[src/rtl/knt_pkg.sv]
// shared types, character codes and lookup functions of the keyword/number tokenizer
package knt_pkg;

   // token kinds on the result channel
   typedef enum logic [3:0] {
      KIND_IDENT   = 4'd0,
      KIND_NUMBER  = 4'd1,
      KIND_IF      = 4'd2,
      KIND_ELSE    = 4'd3,
      KIND_INT     = 4'd4,
      KIND_PLUS    = 4'd5,
      KIND_MINUS   = 4'd6,
      KIND_MUL     = 4'd7,
      KIND_LBRACE  = 4'd8,
      KIND_RBRACE  = 4'd9,
      KIND_EQ      = 4'd10,
      KIND_SEMI    = 4'd11,
      KIND_UNKNOWN = 4'd12,
      KIND_EOF     = 4'd13
   } kind_type;

   // scanner mode between characters
   typedef enum logic [1:0] {
      MODE_START   = 2'd0,
      MODE_WORD    = 2'd1,
      MODE_NUMBER  = 2'd2,
      MODE_COMMENT = 2'd3
   } mode_type;

   // keywords tracked while a word is collected
   typedef enum logic [1:0] {
      KW_IF   = 2'd0,
      KW_ELSE = 2'd1,
      KW_INT  = 2'd2
   } kw_type;

   // controller states
   typedef enum logic [2:0] {
      ST_IDLE  = 3'd0,
      ST_EVAL  = 3'd1,
      ST_FLUSH = 3'd2,
      ST_KW    = 3'd3,
      ST_TAIL  = 3'd4
   } state_type;

   // source of the beat loaded into the output register
   typedef enum logic [1:0] {
      EMIT_NONE = 2'd0,
      EMIT_TEXT = 2'd1,
      EMIT_KW   = 2'd2,
      EMIT_TAIL = 2'd3
   } emit_type;

   // commands from controller to datapath
   typedef struct packed {
      logic     latch;
      logic     rd_start;
      logic     rd_next;
      logic     commit;
      emit_type emit;
   } cmd_type;

   // status from datapath to controller
   typedef struct packed {
      logic need_flush;
      logic is_kw;
      logic has_tail;
      logic flush_final;
      logic out_free;
   } stat_type;

   localparam logic [7:0] CH_SPACE  = 8'h20;
   localparam logic [7:0] CH_LF     = 8'h0A;
   localparam logic [7:0] CH_CR     = 8'h0D;
   localparam logic [7:0] CH_HASH   = 8'h23;
   localparam logic [7:0] CH_UNDER  = 8'h5F;
   localparam logic [7:0] CH_PLUS   = 8'h2B;
   localparam logic [7:0] CH_MINUS  = 8'h2D;
   localparam logic [7:0] CH_STAR   = 8'h2A;
   localparam logic [7:0] CH_LBRACE = 8'h7B;
   localparam logic [7:0] CH_RBRACE = 8'h7D;
   localparam logic [7:0] CH_EQ     = 8'h3D;
   localparam logic [7:0] CH_SEMI   = 8'h3B;

   function automatic logic is_letter(input logic [7:0] c);
      return (c >= 8'h61 && c <= 8'h7A) || (c >= 8'h41 && c <= 8'h5A);
   endfunction

   function automatic logic is_digit(input logic [7:0] c);
      return c >= 8'h30 && c <= 8'h39;
   endfunction

   // single-character token kinds, unknown for anything unlisted
   function automatic kind_type char_kind(input logic [7:0] c);
      kind_type k;
      case (c)
         CH_PLUS:   k = KIND_PLUS;
         CH_MINUS:  k = KIND_MINUS;
         CH_STAR:   k = KIND_MUL;
         CH_LBRACE: k = KIND_LBRACE;
         CH_RBRACE: k = KIND_RBRACE;
         CH_EQ:     k = KIND_EQ;
         CH_SEMI:   k = KIND_SEMI;
         default:   k = KIND_UNKNOWN;
      endcase
      return k;
   endfunction

   // keyword text by position
   function automatic logic [7:0] kw_byte(input kw_type kw, input logic [1:0] pos);
      logic [7:0] b;
      case (kw)
         KW_IF: begin
            case (pos)
               2'd0:    b = 8'h69; // i
               2'd1:    b = 8'h66; // f
               default: b = 8'h00;
            endcase
         end
         KW_ELSE: begin
            case (pos)
               2'd0:    b = 8'h65; // e
               2'd1:    b = 8'h6C; // l
               2'd2:    b = 8'h73; // s
               default: b = 8'h65; // e
            endcase
         end
         KW_INT: begin
            case (pos)
               2'd0:    b = 8'h69; // i
               2'd1:    b = 8'h6E; // n
               2'd2:    b = 8'h74; // t
               default: b = 8'h00;
            endcase
         end
         default: b = 8'h00;
      endcase
      return b;
   endfunction

endpackage

[src/rtl/knt_ifs.sv]
// valid/ready channel interfaces for source characters and tokens

interface knt_req_if;
   logic       valid;
   logic       ready;
   logic [7:0] char_byte;
   logic       end_of_input;

   modport source (output valid, output char_byte, output end_of_input, input ready);
   modport sink   (input valid, input char_byte, input end_of_input, output ready);
endinterface

interface knt_rsp_if;
   logic       valid;
   logic       ready;
   logic [3:0] token_kind;
   logic [7:0] text_char;
   logic [4:0] char_index;
   logic       has_text;
   logic       token_end;
   logic       word_truncated;
   logic       last;

   modport source (output valid, output token_kind, output text_char, output char_index,
                   output has_text, output token_end, output word_truncated, output last,
                   input ready);
   modport sink   (input valid, input token_kind, input text_char, input char_index,
                   input has_text, input token_end, input word_truncated, input last,
                   output ready);
endinterface

[src/rtl/knt_ram.sv]
// generic single-port-write, single-port-read ram with registered read
module knt_ram #(
   parameter int WIDTH = 8,
   parameter int DEPTH = 32
) (
   input  logic                     clock,
   input  logic                     wr_en,
   input  logic [$clog2(DEPTH)-1:0] wr_addr,
   input  logic [WIDTH-1:0]         wr_data,
   input  logic                     rd_en,
   input  logic [$clog2(DEPTH)-1:0] rd_addr,
   output logic [WIDTH-1:0]         rd_data
);

   logic [WIDTH-1:0] mem_ff [DEPTH];
   logic [WIDTH-1:0] rd_data_ff;

   // write port
   always_ff @(posedge clock) begin
      if (wr_en) begin
         mem_ff[wr_addr] <= wr_data;
      end
   end

   // read port, data holds until the next read
   always_ff @(posedge clock) begin
      if (rd_en) begin
         rd_data_ff <= mem_ff[rd_addr];
      end
   end

   assign rd_data = rd_data_ff;

endmodule

[src/rtl/knt_ctrl.sv]
// sequencing state machine of the tokenizer
module knt_ctrl (
   input  logic              clock,
   input  logic              reset,
   input  logic              req_valid,
   output logic              req_ready,
   input  knt_pkg::stat_type stat,
   output knt_pkg::cmd_type  cmd
);

   knt_pkg::state_type state_ff, state_in;

   // state register
   always_ff @(posedge clock) begin
      if (reset) begin
         state_ff <= knt_pkg::ST_IDLE;
      end else begin
         state_ff <= state_in;
      end
   end

   // next state and commands
   always_comb begin
      state_in     = state_ff;
      req_ready    = 1'b0;
      cmd.latch    = 1'b0;
      cmd.rd_start = 1'b0;
      cmd.rd_next  = 1'b0;
      cmd.commit   = 1'b0;
      cmd.emit     = knt_pkg::EMIT_NONE;
      case (state_ff)
         knt_pkg::ST_IDLE: begin
            req_ready = 1'b1;
            if (req_valid) begin
               cmd.latch = 1'b1;
               state_in  = knt_pkg::ST_EVAL;
            end
         end
         knt_pkg::ST_EVAL: begin
            if (stat.need_flush) begin
               if (stat.is_kw) begin
                  state_in = knt_pkg::ST_KW;
               end else begin
                  cmd.rd_start = 1'b1;
                  state_in     = knt_pkg::ST_FLUSH;
               end
            end else if (stat.has_tail) begin
               state_in = knt_pkg::ST_TAIL;
            end else begin
               cmd.commit = 1'b1;
               state_in   = knt_pkg::ST_IDLE;
            end
         end
         knt_pkg::ST_FLUSH: begin
            if (stat.out_free) begin
               cmd.emit = knt_pkg::EMIT_TEXT;
               if (!stat.flush_final) begin
                  cmd.rd_next = 1'b1;
               end else if (stat.has_tail) begin
                  state_in = knt_pkg::ST_TAIL;
               end else begin
                  cmd.commit = 1'b1;
                  state_in   = knt_pkg::ST_IDLE;
               end
            end
         end
         knt_pkg::ST_KW: begin
            if (stat.out_free) begin
               cmd.emit = knt_pkg::EMIT_KW;
               if (stat.has_tail) begin
                  state_in = knt_pkg::ST_TAIL;
               end else begin
                  cmd.commit = 1'b1;
                  state_in   = knt_pkg::ST_IDLE;
               end
            end
         end
         knt_pkg::ST_TAIL: begin
            if (stat.out_free) begin
               cmd.emit   = knt_pkg::EMIT_TAIL;
               cmd.commit = 1'b1;
               state_in   = knt_pkg::ST_IDLE;
            end
         end
         default: begin
            state_in = knt_pkg::ST_IDLE;
         end
      endcase
   end

endmodule

[src/rtl/knt_dp.sv]
// datapath: character classing, word buffer, keyword tracking and output register
module knt_dp #(
   parameter int MAX_WORD = 32
) (
   input  logic              clock,
   input  logic              reset,
   input  knt_pkg::cmd_type  cmd,
   output knt_pkg::stat_type stat,
   input  logic [7:0]        req_char_byte,
   input  logic              req_end_of_input,
   output logic              rsp_valid,
   input  logic              rsp_ready,
   output logic [3:0]        rsp_token_kind,
   output logic [7:0]        rsp_text_char,
   output logic [4:0]        rsp_char_index,
   output logic              rsp_has_text,
   output logic              rsp_token_end,
   output logic              rsp_word_truncated,
   output logic              rsp_last
);

   localparam int AW = $clog2(MAX_WORD);
   localparam int LW = $clog2(MAX_WORD + 1);

   // latched input beat
   logic [7:0] char_ff;
   logic       eoi_ff;

   // scanner state
   knt_pkg::mode_type mode_ff, mode_in;
   logic [LW-1:0]     len_ff, len_in;
   logic              ovf_ff, ovf_in;
   logic              m_if_ff, m_if_in;
   logic              m_else_ff, m_else_in;
   logic              m_int_ff, m_int_in;
   logic [AW-1:0]     idx_ff, idx_in;

   // output register
   logic       valid_ff, valid_in;
   logic [3:0] kind_ff, kind_in;
   logic [7:0] text_ff, text_in;
   logic [4:0] cidx_ff, cidx_in;
   logic       has_ff, has_in;
   logic       end_ff, end_in;
   logic       trunc_ff, trunc_in;
   logic       last_ff, last_in;

   // word buffer ports
   logic          wr_en;
   logic [AW-1:0] wr_addr;
   logic          rd_en;
   logic [AW-1:0] rd_addr;
   logic [7:0]    rd_data;

   // character classes
   logic is_wordc, is_dig, is_blank, cont_word, cont_num;
   logic need_flush, do_start, do_append, has_tail;
   logic hit_if, hit_else, hit_int, is_kw, flush_final;
   knt_pkg::kind_type kw_kind, tail_kind;

   knt_ram #(
      .WIDTH (8),
      .DEPTH (MAX_WORD)
   ) u_buf (
      .clock   (clock),
      .wr_en   (wr_en),
      .wr_addr (wr_addr),
      .wr_data (char_ff),
      .rd_en   (rd_en),
      .rd_addr (rd_addr),
      .rd_data (rd_data)
   );

   // decode of the latched character against the current mode
   always_comb begin
      is_dig    = knt_pkg::is_digit(char_ff);
      is_wordc  = knt_pkg::is_letter(char_ff) || is_dig || (char_ff == knt_pkg::CH_UNDER);
      is_blank  = (char_ff == knt_pkg::CH_SPACE) || (char_ff == knt_pkg::CH_LF);
      cont_word = (mode_ff == knt_pkg::MODE_WORD) && is_wordc;
      cont_num  = (mode_ff == knt_pkg::MODE_NUMBER) && is_dig;
      need_flush = ((mode_ff == knt_pkg::MODE_WORD) || (mode_ff == knt_pkg::MODE_NUMBER)) &&
                   (eoi_ff || !(cont_word || cont_num));
      do_append = !eoi_ff && (cont_word || cont_num);
      do_start  = !eoi_ff && ((mode_ff == knt_pkg::MODE_START) || need_flush ||
                  ((mode_ff == knt_pkg::MODE_COMMENT) &&
                   ((char_ff == knt_pkg::CH_LF) || (char_ff == knt_pkg::CH_CR))));
      has_tail  = eoi_ff || (do_start && !is_blank && !is_wordc &&
                  (char_ff != knt_pkg::CH_HASH));
      hit_if    = m_if_ff && (len_ff == LW'(2));
      hit_else  = m_else_ff && (len_ff == LW'(4));
      hit_int   = m_int_ff && (len_ff == LW'(3));
      is_kw     = (mode_ff == knt_pkg::MODE_WORD) && !ovf_ff && (hit_if || hit_else || hit_int);
      flush_final = (LW'(idx_ff) + LW'(1)) == len_ff;
      if (hit_if) begin
         kw_kind = knt_pkg::KIND_IF;
      end else if (hit_else) begin
         kw_kind = knt_pkg::KIND_ELSE;
      end else begin
         kw_kind = knt_pkg::KIND_INT;
      end
      tail_kind = eoi_ff ? knt_pkg::KIND_EOF : knt_pkg::char_kind(char_ff);
   end

   assign stat.need_flush  = need_flush;
   assign stat.is_kw       = is_kw;
   assign stat.has_tail    = has_tail;
   assign stat.flush_final = flush_final;
   assign stat.out_free    = !valid_ff || rsp_ready;

   // buffer read sequencing for the flush
   always_comb begin
      rd_en   = cmd.rd_start || cmd.rd_next;
      rd_addr = cmd.rd_next ? (idx_ff + AW'(1)) : '0;
      idx_in  = idx_ff;
      if (cmd.rd_start) begin
         idx_in = '0;
      end else if (cmd.rd_next) begin
         idx_in = idx_ff + AW'(1);
      end
   end

   // scanner state update at the end of each input beat
   always_comb begin
      mode_in   = mode_ff;
      len_in    = len_ff;
      ovf_in    = ovf_ff;
      m_if_in   = m_if_ff;
      m_else_in = m_else_ff;
      m_int_in  = m_int_ff;
      wr_en     = 1'b0;
      wr_addr   = len_ff[AW-1:0];
      if (cmd.commit) begin
         if (eoi_ff) begin
            mode_in = knt_pkg::MODE_START;
         end else if (do_append) begin
            if (len_ff < LW'(MAX_WORD)) begin
               wr_en     = 1'b1;
               len_in    = len_ff + LW'(1);
               m_if_in   = m_if_ff && (len_ff < LW'(2)) &&
                           (char_ff == knt_pkg::kw_byte(knt_pkg::KW_IF, len_ff[1:0]));
               m_else_in = m_else_ff && (len_ff < LW'(4)) &&
                           (char_ff == knt_pkg::kw_byte(knt_pkg::KW_ELSE, len_ff[1:0]));
               m_int_in  = m_int_ff && (len_ff < LW'(3)) &&
                           (char_ff == knt_pkg::kw_byte(knt_pkg::KW_INT, len_ff[1:0]));
            end else begin
               ovf_in = 1'b1;
            end
         end else if (do_start) begin
            if (is_wordc) begin
               mode_in   = is_dig ? knt_pkg::MODE_NUMBER : knt_pkg::MODE_WORD;
               wr_en     = 1'b1;
               wr_addr   = '0;
               len_in    = LW'(1);
               ovf_in    = 1'b0;
               m_if_in   = char_ff == knt_pkg::kw_byte(knt_pkg::KW_IF, 2'd0);
               m_else_in = char_ff == knt_pkg::kw_byte(knt_pkg::KW_ELSE, 2'd0);
               m_int_in  = char_ff == knt_pkg::kw_byte(knt_pkg::KW_INT, 2'd0);
            end else if (char_ff == knt_pkg::CH_HASH) begin
               mode_in = knt_pkg::MODE_COMMENT;
            end else begin
               mode_in = knt_pkg::MODE_START;
            end
         end
      end
   end

   // output register load
   always_comb begin
      valid_in = valid_ff && !rsp_ready;
      kind_in  = kind_ff;
      text_in  = text_ff;
      cidx_in  = cidx_ff;
      has_in   = has_ff;
      end_in   = end_ff;
      trunc_in = trunc_ff;
      last_in  = last_ff;
      case (cmd.emit)
         knt_pkg::EMIT_TEXT: begin
            valid_in = 1'b1;
            kind_in  = (mode_ff == knt_pkg::MODE_NUMBER) ? knt_pkg::KIND_NUMBER
                                                         : knt_pkg::KIND_IDENT;
            text_in  = rd_data;
            cidx_in  = 5'(idx_ff);
            has_in   = 1'b1;
            end_in   = flush_final;
            trunc_in = ovf_ff;
            last_in  = flush_final && !has_tail;
         end
         knt_pkg::EMIT_KW: begin
            valid_in = 1'b1;
            kind_in  = kw_kind;
            text_in  = '0;
            cidx_in  = '0;
            has_in   = 1'b0;
            end_in   = 1'b1;
            trunc_in = 1'b0;
            last_in  = !has_tail;
         end
         knt_pkg::EMIT_TAIL: begin
            valid_in = 1'b1;
            kind_in  = tail_kind;
            has_in   = (tail_kind == knt_pkg::KIND_UNKNOWN);
            text_in  = (tail_kind == knt_pkg::KIND_UNKNOWN) ? char_ff : 8'h00;
            cidx_in  = '0;
            end_in   = 1'b1;
            trunc_in = 1'b0;
            last_in  = 1'b1;
         end
         default: begin
         end
      endcase
   end

   // control registers
   always_ff @(posedge clock) begin
      if (reset) begin
         mode_ff  <= knt_pkg::MODE_START;
         len_ff   <= '0;
         ovf_ff   <= 1'b0;
         valid_ff <= 1'b0;
      end else begin
         mode_ff  <= mode_in;
         len_ff   <= len_in;
         ovf_ff   <= ovf_in;
         valid_ff <= valid_in;
      end
   end

   // payload registers
   always_ff @(posedge clock) begin
      if (cmd.latch) begin
         char_ff <= req_char_byte;
         eoi_ff  <= req_end_of_input;
      end
      m_if_ff   <= m_if_in;
      m_else_ff <= m_else_in;
      m_int_ff  <= m_int_in;
      idx_ff    <= idx_in;
      kind_ff   <= kind_in;
      text_ff   <= text_in;
      cidx_ff   <= cidx_in;
      has_ff    <= has_in;
      end_ff    <= end_in;
      trunc_ff  <= trunc_in;
      last_ff   <= last_in;
   end

   assign rsp_valid          = valid_ff;
   assign rsp_token_kind     = kind_ff;
   assign rsp_text_char      = text_ff;
   assign rsp_char_index     = cidx_ff;
   assign rsp_has_text       = has_ff;
   assign rsp_token_end      = end_ff;
   assign rsp_word_truncated = trunc_ff;
   assign rsp_last           = last_ff;

endmodule

[src/rtl/keyword_number_tokenizer_unit.sv]
// top level of the streaming keyword/number tokenizer
//
// Takes one source byte (or an end marker) per request beat and returns tokens as
// response beats; identifiers and numbers come out one text character per beat with
// token_end on the final one, and last marks the final beat caused by a request.
// One request is handled at a time: a byte that only extends a word, a comment or
// whitespace is accepted, then evaluated and updated. A byte that ends a word also
// flushes its buffered characters, reading the word buffer ram once per cycle at
// its single read port while the output register is free; each character leaves
// as its own beat. A keyword leaves as a single beat in place of its text, and a
// single-character token or eof that follows leaves as one more beat. Response
// stalls hold the sequencer until the output register is free. A result waiting
// in the output register does not stop the next request from being accepted. Words
// longer than MAX_WORD keep their first MAX_WORD characters and are flagged truncated.
module keyword_number_tokenizer_unit #(
   parameter int MAX_WORD = 32
) (
   input logic        clock,
   input logic        reset,
   knt_req_if.sink    req_chan,
   knt_rsp_if.source  rsp_chan
);

   knt_pkg::cmd_type  cmd;
   knt_pkg::stat_type stat;

   // sequencer
   knt_ctrl u_ctrl (
      .clock     (clock),
      .reset     (reset),
      .req_valid (req_chan.valid),
      .req_ready (req_chan.ready),
      .stat      (stat),
      .cmd       (cmd)
   );

   // datapath
   knt_dp #(
      .MAX_WORD (MAX_WORD)
   ) u_dp (
      .clock              (clock),
      .reset              (reset),
      .cmd                (cmd),
      .stat               (stat),
      .req_char_byte      (req_chan.char_byte),
      .req_end_of_input   (req_chan.end_of_input),
      .rsp_valid          (rsp_chan.valid),
      .rsp_ready          (rsp_chan.ready),
      .rsp_token_kind     (rsp_chan.token_kind),
      .rsp_text_char      (rsp_chan.text_char),
      .rsp_char_index     (rsp_chan.char_index),
      .rsp_has_text       (rsp_chan.has_text),
      .rsp_token_end      (rsp_chan.token_end),
      .rsp_word_truncated (rsp_chan.word_truncated),
      .rsp_last           (rsp_chan.last)
   );

endmodule

[src/flat_wrapper.sv]
// flat-port wrapper written by rule: the top's interface ports become plain ports
module keyword_number_tokenizer_unit_flat 
#(
   parameter int MAX_WORD = 32
)
  (clock, reset, req_chan_valid, req_chan_char_byte, req_chan_end_of_input, req_chan_ready, rsp_chan_valid, rsp_chan_token_kind, rsp_chan_text_char, rsp_chan_char_index, rsp_chan_has_text, rsp_chan_token_end, rsp_chan_word_truncated, rsp_chan_last, rsp_chan_ready);
  knt_req_if req_chan_i ();
  knt_rsp_if rsp_chan_i ();
  input logic clock;
  input logic reset;
  input wire logic [$bits(req_chan_i.valid)-1:0] req_chan_valid;
  input wire logic [$bits(req_chan_i.char_byte)-1:0] req_chan_char_byte;
  input wire logic [$bits(req_chan_i.end_of_input)-1:0] req_chan_end_of_input;
  output wire logic [$bits(req_chan_i.ready)-1:0] req_chan_ready;
  output wire logic [$bits(rsp_chan_i.valid)-1:0] rsp_chan_valid;
  output wire logic [$bits(rsp_chan_i.token_kind)-1:0] rsp_chan_token_kind;
  output wire logic [$bits(rsp_chan_i.text_char)-1:0] rsp_chan_text_char;
  output wire logic [$bits(rsp_chan_i.char_index)-1:0] rsp_chan_char_index;
  output wire logic [$bits(rsp_chan_i.has_text)-1:0] rsp_chan_has_text;
  output wire logic [$bits(rsp_chan_i.token_end)-1:0] rsp_chan_token_end;
  output wire logic [$bits(rsp_chan_i.word_truncated)-1:0] rsp_chan_word_truncated;
  output wire logic [$bits(rsp_chan_i.last)-1:0] rsp_chan_last;
  input wire logic [$bits(rsp_chan_i.ready)-1:0] rsp_chan_ready;
  assign req_chan_i.valid = req_chan_valid;
  assign req_chan_i.char_byte = req_chan_char_byte;
  assign req_chan_i.end_of_input = req_chan_end_of_input;
  assign req_chan_ready = req_chan_i.ready;
  assign rsp_chan_valid = rsp_chan_i.valid;
  assign rsp_chan_token_kind = rsp_chan_i.token_kind;
  assign rsp_chan_text_char = rsp_chan_i.text_char;
  assign rsp_chan_char_index = rsp_chan_i.char_index;
  assign rsp_chan_has_text = rsp_chan_i.has_text;
  assign rsp_chan_token_end = rsp_chan_i.token_end;
  assign rsp_chan_word_truncated = rsp_chan_i.word_truncated;
  assign rsp_chan_last = rsp_chan_i.last;
  assign rsp_chan_i.ready = rsp_chan_ready;
  keyword_number_tokenizer_unit #(.MAX_WORD(MAX_WORD)) u_core (.clock(clock), .reset(reset), .req_chan(req_chan_i), .rsp_chan(rsp_chan_i));
endmodule
[config.mk]
export PLATFORM = sky130hd
export DESIGN_NAME = keyword_number_tokenizer_unit_flat
export DESIGN_NICKNAME = d
export VERILOG_FILES = /design/src/rtl/knt_pkg.sv /design/src/rtl/knt_ifs.sv /design/src/rtl/knt_ram.sv /design/src/rtl/knt_ctrl.sv /design/src/rtl/knt_dp.sv /design/src/rtl/keyword_number_tokenizer_unit.sv /design/src/flat_wrapper.sv
export SDC_FILE = /design/constraint.sdc
export NUM_CORES = 1
export LEC_CHECK = 0
export BUFFER_PORTS_ARGS = -buffer_cell sky130_fd_sc_hd__buf_2
export CAP_MARGIN = 20
export CELL_PAD_IN_SITES_DETAIL_PLACEMENT = 1
export CELL_PAD_IN_SITES_GLOBAL_PLACEMENT = 2
export CORE_MARGIN = 2
export CORE_UTILIZATION = 37
export DETAILED_ROUTE_END_ITERATION = 6
export PLACE_DENSITY_LB_ADDON = 0.1
export SLEW_MARGIN = 20
export SYNTH_ARGS = -nofsm -noshare
export SYNTH_HDL_FRONTEND = slang
export SYNTH_SLANG_ARGS = --single-unit
export TNS_END_PERCENT = 5
[constraint.sdc]
create_clock -name clock -period 5.8 [get_ports clock]
set_input_delay 0.29 -clock clock [delete_from_list [all_inputs] [get_ports clock]]
set_output_delay 0.29 -clock clock [all_outputs]
set_load 0.05 [all_outputs]
==> results of run 1 <==
[cells in the mapped netlist (16+ instances only)]
cell,number
sky130_fd_sc_hd__nand3_1,41
sky130_fd_sc_hd__edfxtp_1,297
sky130_fd_sc_hd__a22o_1,17
sky130_fd_sc_hd__nor3_1,20
sky130_fd_sc_hd__o21ai_0,57
sky130_fd_sc_hd__o2111ai_1,16
sky130_fd_sc_hd__a21oi_1,31
sky130_fd_sc_hd__dfxtp_1,18
sky130_fd_sc_hd__nand2_1,97
sky130_fd_sc_hd__or3_1,26
sky130_fd_sc_hd__nor2_1,92
sky130_fd_sc_hd__o22ai_1,29
sky130_fd_sc_hd__clkbuf_1,50
sky130_fd_sc_hd__nand2b_1,22
sky130_fd_sc_hd__mux2i_1,25
[repair_timing]
item | 4_1_cts | 5_1_grt
hold endpoints to repair | 9 | 0
hold buffers | 9 | 0
setup buffers | 0 | 0
[state kept, by name, indices dropped and copies added, names as in the netlist]
| signal | count |
|---|---|
| u_core.u_dp.m_int_ff | 1 |
| u_core.u_dp.char_ff | 8 |
| u_core.u_dp.mode_ff | 2 |
| u_core.u_dp.rsp_valid | 1 |
| u_core.u_dp.rsp_token_end | 1 |
| u_core.u_dp.m_if_ff | 1 |
| u_core.u_dp.rsp_token_kind | 4 |
| u_core.u_dp.idx_ff | 5 |
| u_core.u_dp.eoi_ff | 1 |
| u_core.u_ctrl.state_ff | 3 |
| u_core.u_dp.rsp_word_truncated | 1 |
| u_core.u_dp.u_buf.mem_ff | 256 |
| u_core.u_dp.rsp_has_text | 1 |
| u_core.u_dp.rsp_text_char | 8 |
| u_core.u_dp.rsp_char_index | 5 |
| u_core.u_dp.len_ff | 6 |
| u_core.u_dp.u_buf.rd_data | 8 |
| u_core.u_dp.m_else_ff | 1 |
| u_core.u_dp.rsp_last | 1 |
| u_core.u_dp.ovf_ff | 1 |
[cell type report]
cell class                      instances  area (sq um)
Inverter                               10         37.54
Tap cell                              468         585.6
Clock inverter                         18         171.4
Multi-Input combinational cell        667          4203
Fill cell                            3821         20910
Timing Repair Buffer                   63         407.9
Sequential cell                       315          9283
Clock buffer                           49          1013
[worst reg2reg max path, stage by stage (launching register included)]
cell	delay, ns
sky130_fd_sc_hd__dfxtp_4	0.41
sky130_fd_sc_hd__ha_1	0.60
sky130_fd_sc_hd__xnor2_1	0.18
sky130_fd_sc_hd__o211ai_1	0.15
sky130_fd_sc_hd__nor4b_4	0.54
sky130_fd_sc_hd__nand2_1	0.30
sky130_fd_sc_hd__o221ai_2	0.34
sky130_fd_sc_hd__and3b_1	0.63
sky130_fd_sc_hd__nand3_2	0.50
sky130_fd_sc_hd__nor2_1	0.69
[power groups by stage]
stage / logic [W] / registers [W] / clock network [W]
3_5_place_dp: 0.000234 / 0.00257 / 0
3_3_place_gp: 0.000234 / 0.00257 / 0
2_1_floorplan: 0.000122 / 0.00259 / 0
5_1_grt: 0.000256 / 0.00253 / 0.00243
4_1_cts: 0.000239 / 0.00253 / 0.00234
6_report: 0.000237 / 0.00253 / 0.00229
[cells by family after synthesis]
group	synth area share, %
compound gates	12.99
fa+ha+maj	0.9079
buf+inv	2.397
xor+xnor	1.344
simple gates	12.97
flops	67.33
mux	2.061
[metrics by stage]
step | worst slack (ns) | total power, W | util, % | instance area [sq um]
2_1_floorplan | 2.448 | 0.002708 | - | 13780
3_3_place_gp | 1.110 | 0.002808 | 39.39 | 14420
3_5_place_dp | 0.9878 | 0.002809 | 39.39 | 14420
4_1_cts | 0.9739 | 0.005104 | 42.87 | 15700
5_1_grt | 0.6721 | 0.005210 | 42.89 | 15700
6_report | 1.077 | 0.005051 | 42.89 | 15700
[metal layers]
metal | track usage, % | part of all wire [%]
met1 | 31.35 | 47
met2 | 35.03 | 46
met3 | 3.901 | 4.3
met4 | 5.764 | 2.1
met5 | 0 | 0.026
[path summary, 6_finish.rpt]
kind                    startpoint                              end  slack, ns  depth (start not counted)
min                 req_chan_valid        u_core.u_ctrl.state_ff[0]       0.09                          3
min reg2reg     u_core.u_dp.ovf_ff               u_core.u_dp.ovf_ff       0.51                          2
max          u_core.u_dp.idx_ff[0]  u_core.u_dp.u_buf.mem_ff[10][1]       1.08                          9
max reg2reg  u_core.u_dp.idx_ff[0]  u_core.u_dp.u_buf.mem_ff[10][1]       1.08                          9
==> flow_results.xml, run 1 <==
<?xml version="1.0" encoding="UTF-8"?>
<metrics>
  <group name="outcome">
    <metric name="status" unit="">finished, final reports clean</metric>
  </group>
  <group name="detailed_routing">
    <metric name="remaining_drc_errors" unit="">0</metric>
    <metric name="drtPass1Iterations" unit="">6</metric>
    <metric name="detail-route-antenna-nets" unit="">0</metric>
    <metric name="route.detailed.vias_per_inst" unit="">5.662</metric>
    <metric name="wire_per_inst" unit="um">26.53</metric>
    <metric name="postRouteWirelength" unit="um">42180</metric>
    <metric name="detail_route.iter0.violations" unit="">693</metric>
    <metric name="total_number_of_vias" unit="">9002</metric>
  </group>
  <group name="global_routing">
    <metric name="grt_overflow_total" unit="">0</metric>
    <metric name="largest_net_degree_at_the_start_of_global_routing" unit="">90</metric>
    <metric name="grtUsageTotal" unit="%">22.06</metric>
    <metric name="wire_length_of_the_first_global_routing_pass" unit="um">62420</metric>
    <metric name="number_of_global_route_vias_before_repair" unit="">9424</metric>
    <metric name="antenna_violations_before_repair" unit="">2</metric>
  </group>
  <group name="timing">
    <metric name="rel_slew_slack" unit="%">29.10</metric>
    <metric name="worstMarginPinSlew" unit="ns">1.062</metric>
    <metric name="final_max_slew_viol_count" unit="">0</metric>
    <metric name="setup_viol" unit="">0</metric>
    <metric name="fin_hold_ws" unit="ns">0.09114</metric>
    <metric name="clock_skew" unit="ns">0.02179</metric>
    <metric name="tns" unit="ns">0</metric>
    <metric name="time_the_final_worst_path_needs_with_i_o_delays_and_setup" unit="ns">4.723</metric>
    <metric name="fmax" unit="MHz">211.7</metric>
    <metric name="report.final.hold_viol_count" unit="">0</metric>
    <metric name="min_period_over_period" unit="%">81.42</metric>
    <metric name="grt_setup_unrepaired" unit="">false</metric>
  </group>
  <group name="synthesis">
    <metric name="synth_area_per_cell" unit="sq um">12.98</metric>
    <metric name="area_of_the_mapped_netlist" unit="sq um">13780</metric>
    <metric name="synth_cell_types" unit="">72</metric>
    <metric name="synth_edf_count" unit="">297</metric>
    <metric name="synthCells" unit="">1062</metric>
    <metric name="top_cells_by_area_synth" unit="">sky130_fd_sc_hd__edfxtp_1 (65%), sky130_fd_sc_hd__nand2_1 (2.6%), sky130_fd_sc_hd__dfxtp_1 (2.6%), sky130_fd_sc_hd__nor2_1 (2.5%), sky130_fd_sc_hd__o21ai_0 (2.1%)</metric>
    <metric name="yosysSeqAreaShare" unit="%">67.33</metric>
    <metric name="netlist.area_leader.share" unit="%">64.72</metric>
    <metric name="async_flop_share" unit="%">0</metric>
    <metric name="synth_flop_cell" unit="">sky130_fd_sc_hd__edfxtp_1</metric>
    <metric name="mappedNetlistNets" unit="">1085</metric>
    <metric name="yosys_register_bits" unit="">315</metric>
    <metric name="synth_top_area_cell" unit="">sky130_fd_sc_hd__edfxtp_1</metric>
    <metric name="synth_warnings" unit="">0</metric>
  </group>
  <group name="clock_tree">
    <metric name="cts_tree" unit="">built</metric>
    <metric name="cts-root-buf" unit="">sky130_fd_sc_hd__clkbuf_16</metric>
    <metric name="clk_transition_reported_paths" unit="ns">0.06</metric>
    <metric name="cts-buffers-inserted" unit="">37</metric>
    <metric name="cts_buffer_depth" unit="">3</metric>
    <metric name="cts_repair_resize_count" unit="">0</metric>
    <metric name="numClockSinks" unit="">315</metric>
    <metric name="h-tree-depth" unit="">2</metric>
    <metric name="clk-insertion-delay-late" unit="ns">0.54</metric>
  </group>
  <group name="finish">
    <metric name="nets" unit="">1117</metric>
    <metric name="mostFrequentLayoutCells" unit="">sky130_fd_sc_hd__edfxtp_1 (297), sky130_fd_sc_hd__nand2_1 (97), sky130_fd_sc_hd__nor2_1 (91)</metric>
    <metric name="mostFrequentLayoutCell" unit="">sky130_fd_sc_hd__edfxtp_1</metric>
    <metric name="areaGrowthSynthToFinish" unit="%">13.94</metric>
    <metric name="layout-drive-gt1-share" unit="%">11.76</metric>
    <metric name="layoutNonFillerInstCount" unit="">1590</metric>
    <metric name="antenna-diode-count" unit="">0</metric>
  </group>
  <group name="floorplan">
    <metric name="rows" unit="">70</metric>
    <metric name="die_x" unit="um">197.0</metric>
    <metric name="height_of_the_die" unit="um">197.0</metric>
    <metric name="die-area" unit="sq um">38810</metric>
    <metric name="initial_core_util" unit="%">37.64</metric>
    <metric name="placeableCoreArea" unit="sq um">36610</metric>
    <metric name="floorplan.io_pins" unit="">36</metric>
  </group>
  <group name="power">
    <metric name="comb_power_share" unit="%">4.7</metric>
    <metric name="pwr-share-seq" unit="%">50.0</metric>
    <metric name="power.net_switching" unit="W">0.001120</metric>
    <metric name="clock_power_share" unit="%">45.3</metric>
    <metric name="power.leakage" unit="nW">5.101</metric>
    <metric name="power.internal" unit="W">0.003931</metric>
    <metric name="ir_worst_vdd" unit="uV">298.7</metric>
    <metric name="power-per-cell-area" unit="nW/um^2">321.7</metric>
    <metric name="sw_frac_of_total" unit="%">22.17</metric>
  </group>
  <group name="critical_path">
    <metric name="critical_path.max_fanout" unit="">18</metric>
    <metric name="cp_cell_sequence" unit="">ha_1 &gt; xnor2_1 &gt; o211ai_1 &gt; nor4b_4 &gt; nand2_1 &gt; o221ai_2 &gt; and3b_1 &gt; nand3_2 &gt; nor2_1</metric>
    <metric name="timing.critical_path.max_delay_family" unit="">simple AND/OR/NAND/NOR gates</metric>
    <metric name="end_kind" unit="">flip-flop</metric>
    <metric name="worstSetupPathType" unit="">flip-flop to flip-flop</metric>
    <metric name="critical_path.slowest_cell" unit="">sky130_fd_sc_hd__nor2_1</metric>
    <metric name="cp_data_arrival_time" unit="ns">4.88</metric>
    <metric name="required" unit="ns">5.96</metric>
    <metric name="cp-start-kind" unit="">flip-flop</metric>
    <metric name="critical_path_buf_inv_count" unit="">0</metric>
    <metric name="max_stage_delay" unit="ns">0.68</metric>
  </group>
  <group name="run">
    <metric name="number_of_max_cap_violations" unit="">0</metric>
  </group>
  <group name="min_path">
    <metric name="hold_class" unit="">primary input to flip-flop</metric>
  </group>
  <group name="place">
    <metric name="dpl.cell_count" unit="">1514</metric>
    <metric name="place.gp.congestion" unit="">0.7866</metric>
    <metric name="dp_hpwl" unit="um">27830</metric>
    <metric name="placement.io_buffers" unit="">35</metric>
  </group>
</metrics>
Power figures use the tool's default switching activity.
==> run 2, diff against run 1 <==
- clock period: 5.8 -> 3.9 ns (I/O delays scaled with it)
==> flow_results.xml, run 2 (synthesized netlist as in run 1, its figures left out) <==
<?xml version="1.0" encoding="UTF-8"?>
<metrics>
  <group name="power">
    <metric name="comb_power_share" unit="%">5.1</metric>
    <metric name="power-per-cell-area" unit="nW/um^2">458.3</metric>
    <metric name="power.net_switching" unit="W">0.001646</metric>
    <metric name="power.internal" unit="W">0.005726</metric>
    <metric name="clock_power_share" unit="%">44.1</metric>
    <metric name="sw_frac_of_total" unit="%">22.33</metric>
    <metric name="pwr-share-seq" unit="%">50.8</metric>
    <metric name="ir_worst_vdd" unit="uV">317.8</metric>
    <metric name="power.leakage" unit="nW">5.387</metric>
  </group>
  <group name="timing">
    <metric name="final_max_slew_viol_count" unit="">0</metric>
    <metric name="worstMarginPinSlew" unit="ns">1.025</metric>
    <metric name="tns" unit="ns">0</metric>
    <metric name="fmax" unit="MHz">274.9</metric>
    <metric name="grt_setup_unrepaired" unit="">false</metric>
    <metric name="rel_slew_slack" unit="%">31.64</metric>
    <metric name="report.final.hold_viol_count" unit="">0</metric>
    <metric name="layout_setup_ws" unit="ns">0.2621</metric>
    <metric name="setup_viol" unit="">0</metric>
    <metric name="clock_skew" unit="ns">0.02174</metric>
    <metric name="time_the_final_worst_path_needs_with_i_o_delays_and_setup" unit="ns">3.638</metric>
    <metric name="min_period_over_period" unit="%">93.28</metric>
    <metric name="fin_hold_ws" unit="ns">0.01296</metric>
  </group>
  <group name="global_routing">
    <metric name="largest_net_degree_at_the_start_of_global_routing" unit="">90</metric>
    <metric name="antenna_violations_before_repair" unit="">1</metric>
    <metric name="global_route.peak_usage_layer" unit="">met2</metric>
    <metric name="grt_overflow_total" unit="">0</metric>
    <metric name="grt_use_met2" unit="%">35.34</metric>
    <metric name="number_of_global_route_vias_before_repair" unit="">9563</metric>
    <metric name="grt_util_met1" unit="%">31.96</metric>
    <metric name="global_route.usage.met3" unit="%">3.234</metric>
    <metric name="grtUsageTotal" unit="%">22.26</metric>
    <metric name="wire_length_of_the_first_global_routing_pass" unit="um">62840</metric>
  </group>
  <group name="critical_path">
    <metric name="required" unit="ns">4.18</metric>
    <metric name="cp_cell_sequence" unit="">ha_1 &gt; nand3_1 &gt; mux2i_1 &gt; o21a_1 &gt; a21o_2 &gt; buf_4 &gt; nor3_1 &gt; buf_4 &gt; o211a_1 &gt; a211oi_1 &gt; a31oi_1</metric>
    <metric name="cp-start-kind" unit="">flip-flop</metric>
    <metric name="cp_data_arrival_time" unit="ns">3.92</metric>
    <metric name="max_stage_delay" unit="ns">0.46</metric>
    <metric name="critical_path.max_fanout" unit="">16</metric>
    <metric name="critical_path_buf_inv_count" unit="">2</metric>
    <metric name="timing.critical_path.max_delay_family" unit="">compound AO/OA/AOI/OAI gates</metric>
    <metric name="end_kind" unit="">flip-flop</metric>
    <metric name="worstSetupPathType" unit="">flip-flop to flip-flop</metric>
    <metric name="most_frequent_cell_on_the_critical_path" unit="">sky130_fd_sc_hd__buf_4</metric>
    <metric name="critical_path.slowest_cell" unit="">sky130_fd_sc_hd__a21o_2</metric>
  </group>
  <group name="min_path">
    <metric name="hold_class" unit="">primary input to flip-flop</metric>
  </group>
  <group name="clock_tree">
    <metric name="h-tree-depth" unit="">2</metric>
    <metric name="cts_buffer_depth" unit="">3</metric>
    <metric name="post_cts.repair.setup_buffers" unit="">0</metric>
    <metric name="cts-root-buf" unit="">sky130_fd_sc_hd__clkbuf_16</metric>
    <metric name="cts-buffers-inserted" unit="">37</metric>
    <metric name="clk-insertion-delay-late" unit="ns">0.55</metric>
    <metric name="cts_tree" unit="">built</metric>
    <metric name="numClockSinks" unit="">315</metric>
    <metric name="clk_transition_reported_paths" unit="ns">0.06</metric>
  </group>
  <group name="place">
    <metric name="detailed_place.area" unit="sq um">14870</metric>
    <metric name="post_place_setup_slack" unit="ns">0.1226</metric>
    <metric name="placement.io_buffers" unit="">35</metric>
    <metric name="place.gp.congestion" unit="">0.8068</metric>
    <metric name="dp_hpwl" unit="um">27910</metric>
    <metric name="dpl.cell_count" unit="">1574</metric>
  </group>
  <group name="detailed_routing">
    <metric name="route.detailed.vias_per_inst" unit="">5.573</metric>
    <metric name="detail-route-antenna-nets" unit="">0</metric>
    <metric name="drtPass1Iterations" unit="">4</metric>
    <metric name="detail_route.iter0.violations" unit="">824</metric>
    <metric name="postRouteWirelength" unit="um">42370</metric>
    <metric name="total_number_of_vias" unit="">9167</metric>
    <metric name="remaining_drc_errors" unit="">0</metric>
    <metric name="wire_per_inst" unit="um">25.76</metric>
  </group>
  <group name="floorplan">
    <metric name="die_x" unit="um">197.0</metric>
    <metric name="die-area" unit="sq um">38810</metric>
    <metric name="placeableCoreArea" unit="sq um">36610</metric>
    <metric name="height_of_the_die" unit="um">197.0</metric>
    <metric name="floorplan.io_pins" unit="">36</metric>
    <metric name="rows" unit="">70</metric>
    <metric name="initial_core_util" unit="%">37.64</metric>
  </group>
  <group name="finish">
    <metric name="mostFrequentLayoutCells" unit="">sky130_fd_sc_hd__edfxtp_1 (297), sky130_fd_sc_hd__nand2_1 (97), sky130_fd_sc_hd__nor2_1 (91)</metric>
    <metric name="regMostFlops" unit="">u_core.u_dp.u_buf.mem_ff</metric>
    <metric name="layoutNonFillerInstCount" unit="">1645</metric>
    <metric name="layout-drive-gt1-share" unit="%">15.80</metric>
    <metric name="final_cell_area" unit="sq um">16090</metric>
    <metric name="antenna-diode-count" unit="">0</metric>
    <metric name="mostFrequentLayoutCell" unit="">sky130_fd_sc_hd__edfxtp_1</metric>
    <metric name="nets" unit="">1178</metric>
    <metric name="areaGrowthSynthToFinish" unit="%">16.73</metric>
    <metric name="largest_register_ffs" unit="">256</metric>
  </group>
  <group name="outcome">
    <metric name="status" unit="">finished, final reports clean</metric>
  </group>
  <group name="run">
    <metric name="number_of_max_cap_violations" unit="">0</metric>
  </group>
</metrics>
[run 2: worst reg2reg max path, cell delays in order, from the launching register on]
cell	delay, ns
sky130_fd_sc_hd__dfxtp_1	0.38
sky130_fd_sc_hd__ha_1	0.43
sky130_fd_sc_hd__nand3_1	0.22
sky130_fd_sc_hd__mux2i_1	0.19
sky130_fd_sc_hd__o21a_1	0.36
sky130_fd_sc_hd__a21o_2	0.47
sky130_fd_sc_hd__buf_4	0.31
sky130_fd_sc_hd__nor3_1	0.08
sky130_fd_sc_hd__buf_4	0.20
sky130_fd_sc_hd__o211a_1	0.15
sky130_fd_sc_hd__a211oi_1	0.44
sky130_fd_sc_hd__a31oi_1	0.15
[run 2: repair_timing]
action | 4_1_cts | 5_1_grt
hold buffers | 10 | 0
setup endpoints to repair | 0 | 184
hold endpoints to repair | 11 | 0
resized for setup | 0 | 1
[run 2: per-layer routing]
metal / wire length, um / share of wire (%) / up-vias
li1: - / - / 4279
met1: 20280 / 48 / 4634
met2: 19560 / 46 / 195
met3: 1686 / 4.0 / 59
met4: 844 / 2.0 / 0
met5: 0 / 0 / -
[run 2: layout make-up]
cell class	instances	area (sq um)
multi-input combinational	667	4204
sequential	315	9283
timing repair buffer	124	868.3
clock inverter	16	131.4
tap	468	585.6
clock buffer	45	977.2
fill	3794	20520
inverter	10	37.54
[run 2: path summary, 6_finish.rpt]
kind / startpoint / endpoint / slack, ns / cells after the start
min reg2reg: u_core.u_dp.ovf_ff / u_core.u_dp.ovf_ff / 0.50 / 2
min: req_chan_valid / u_core.u_ctrl.state_ff[0] / 0.01 / 3
max reg2reg: u_core.u_dp.idx_ff[1] / u_core.u_dp.u_buf.rd_data[5] / 0.26 / 11
max: u_core.u_dp.idx_ff[1] / u_core.u_dp.u_buf.rd_data[5] / 0.26 / 11
[run 2: through the flow]
stage                     utilization (%)  total power, W
final                               43.94        0.007372
after global placement              40.62        0.004188
after floorplan                         -        0.004027
after CTS                           43.92        0.007453
after detailed placement            40.62        0.004190
after global routing                43.94        0.007587
[run 2: power by group through the flow]
stage / combinational (W) / sequential, W / clock (W)
finish: 0.000378 / 0.00375 / 0.00325
global route: 0.000409 / 0.00375 / 0.00343
CTS: 0.000381 / 0.00375 / 0.00333
detailed placement: 0.000373 / 0.00382 / 0
global placement: 0.000372 / 0.00382 / 0
floorplan: 0.000181 / 0.00385 / 0
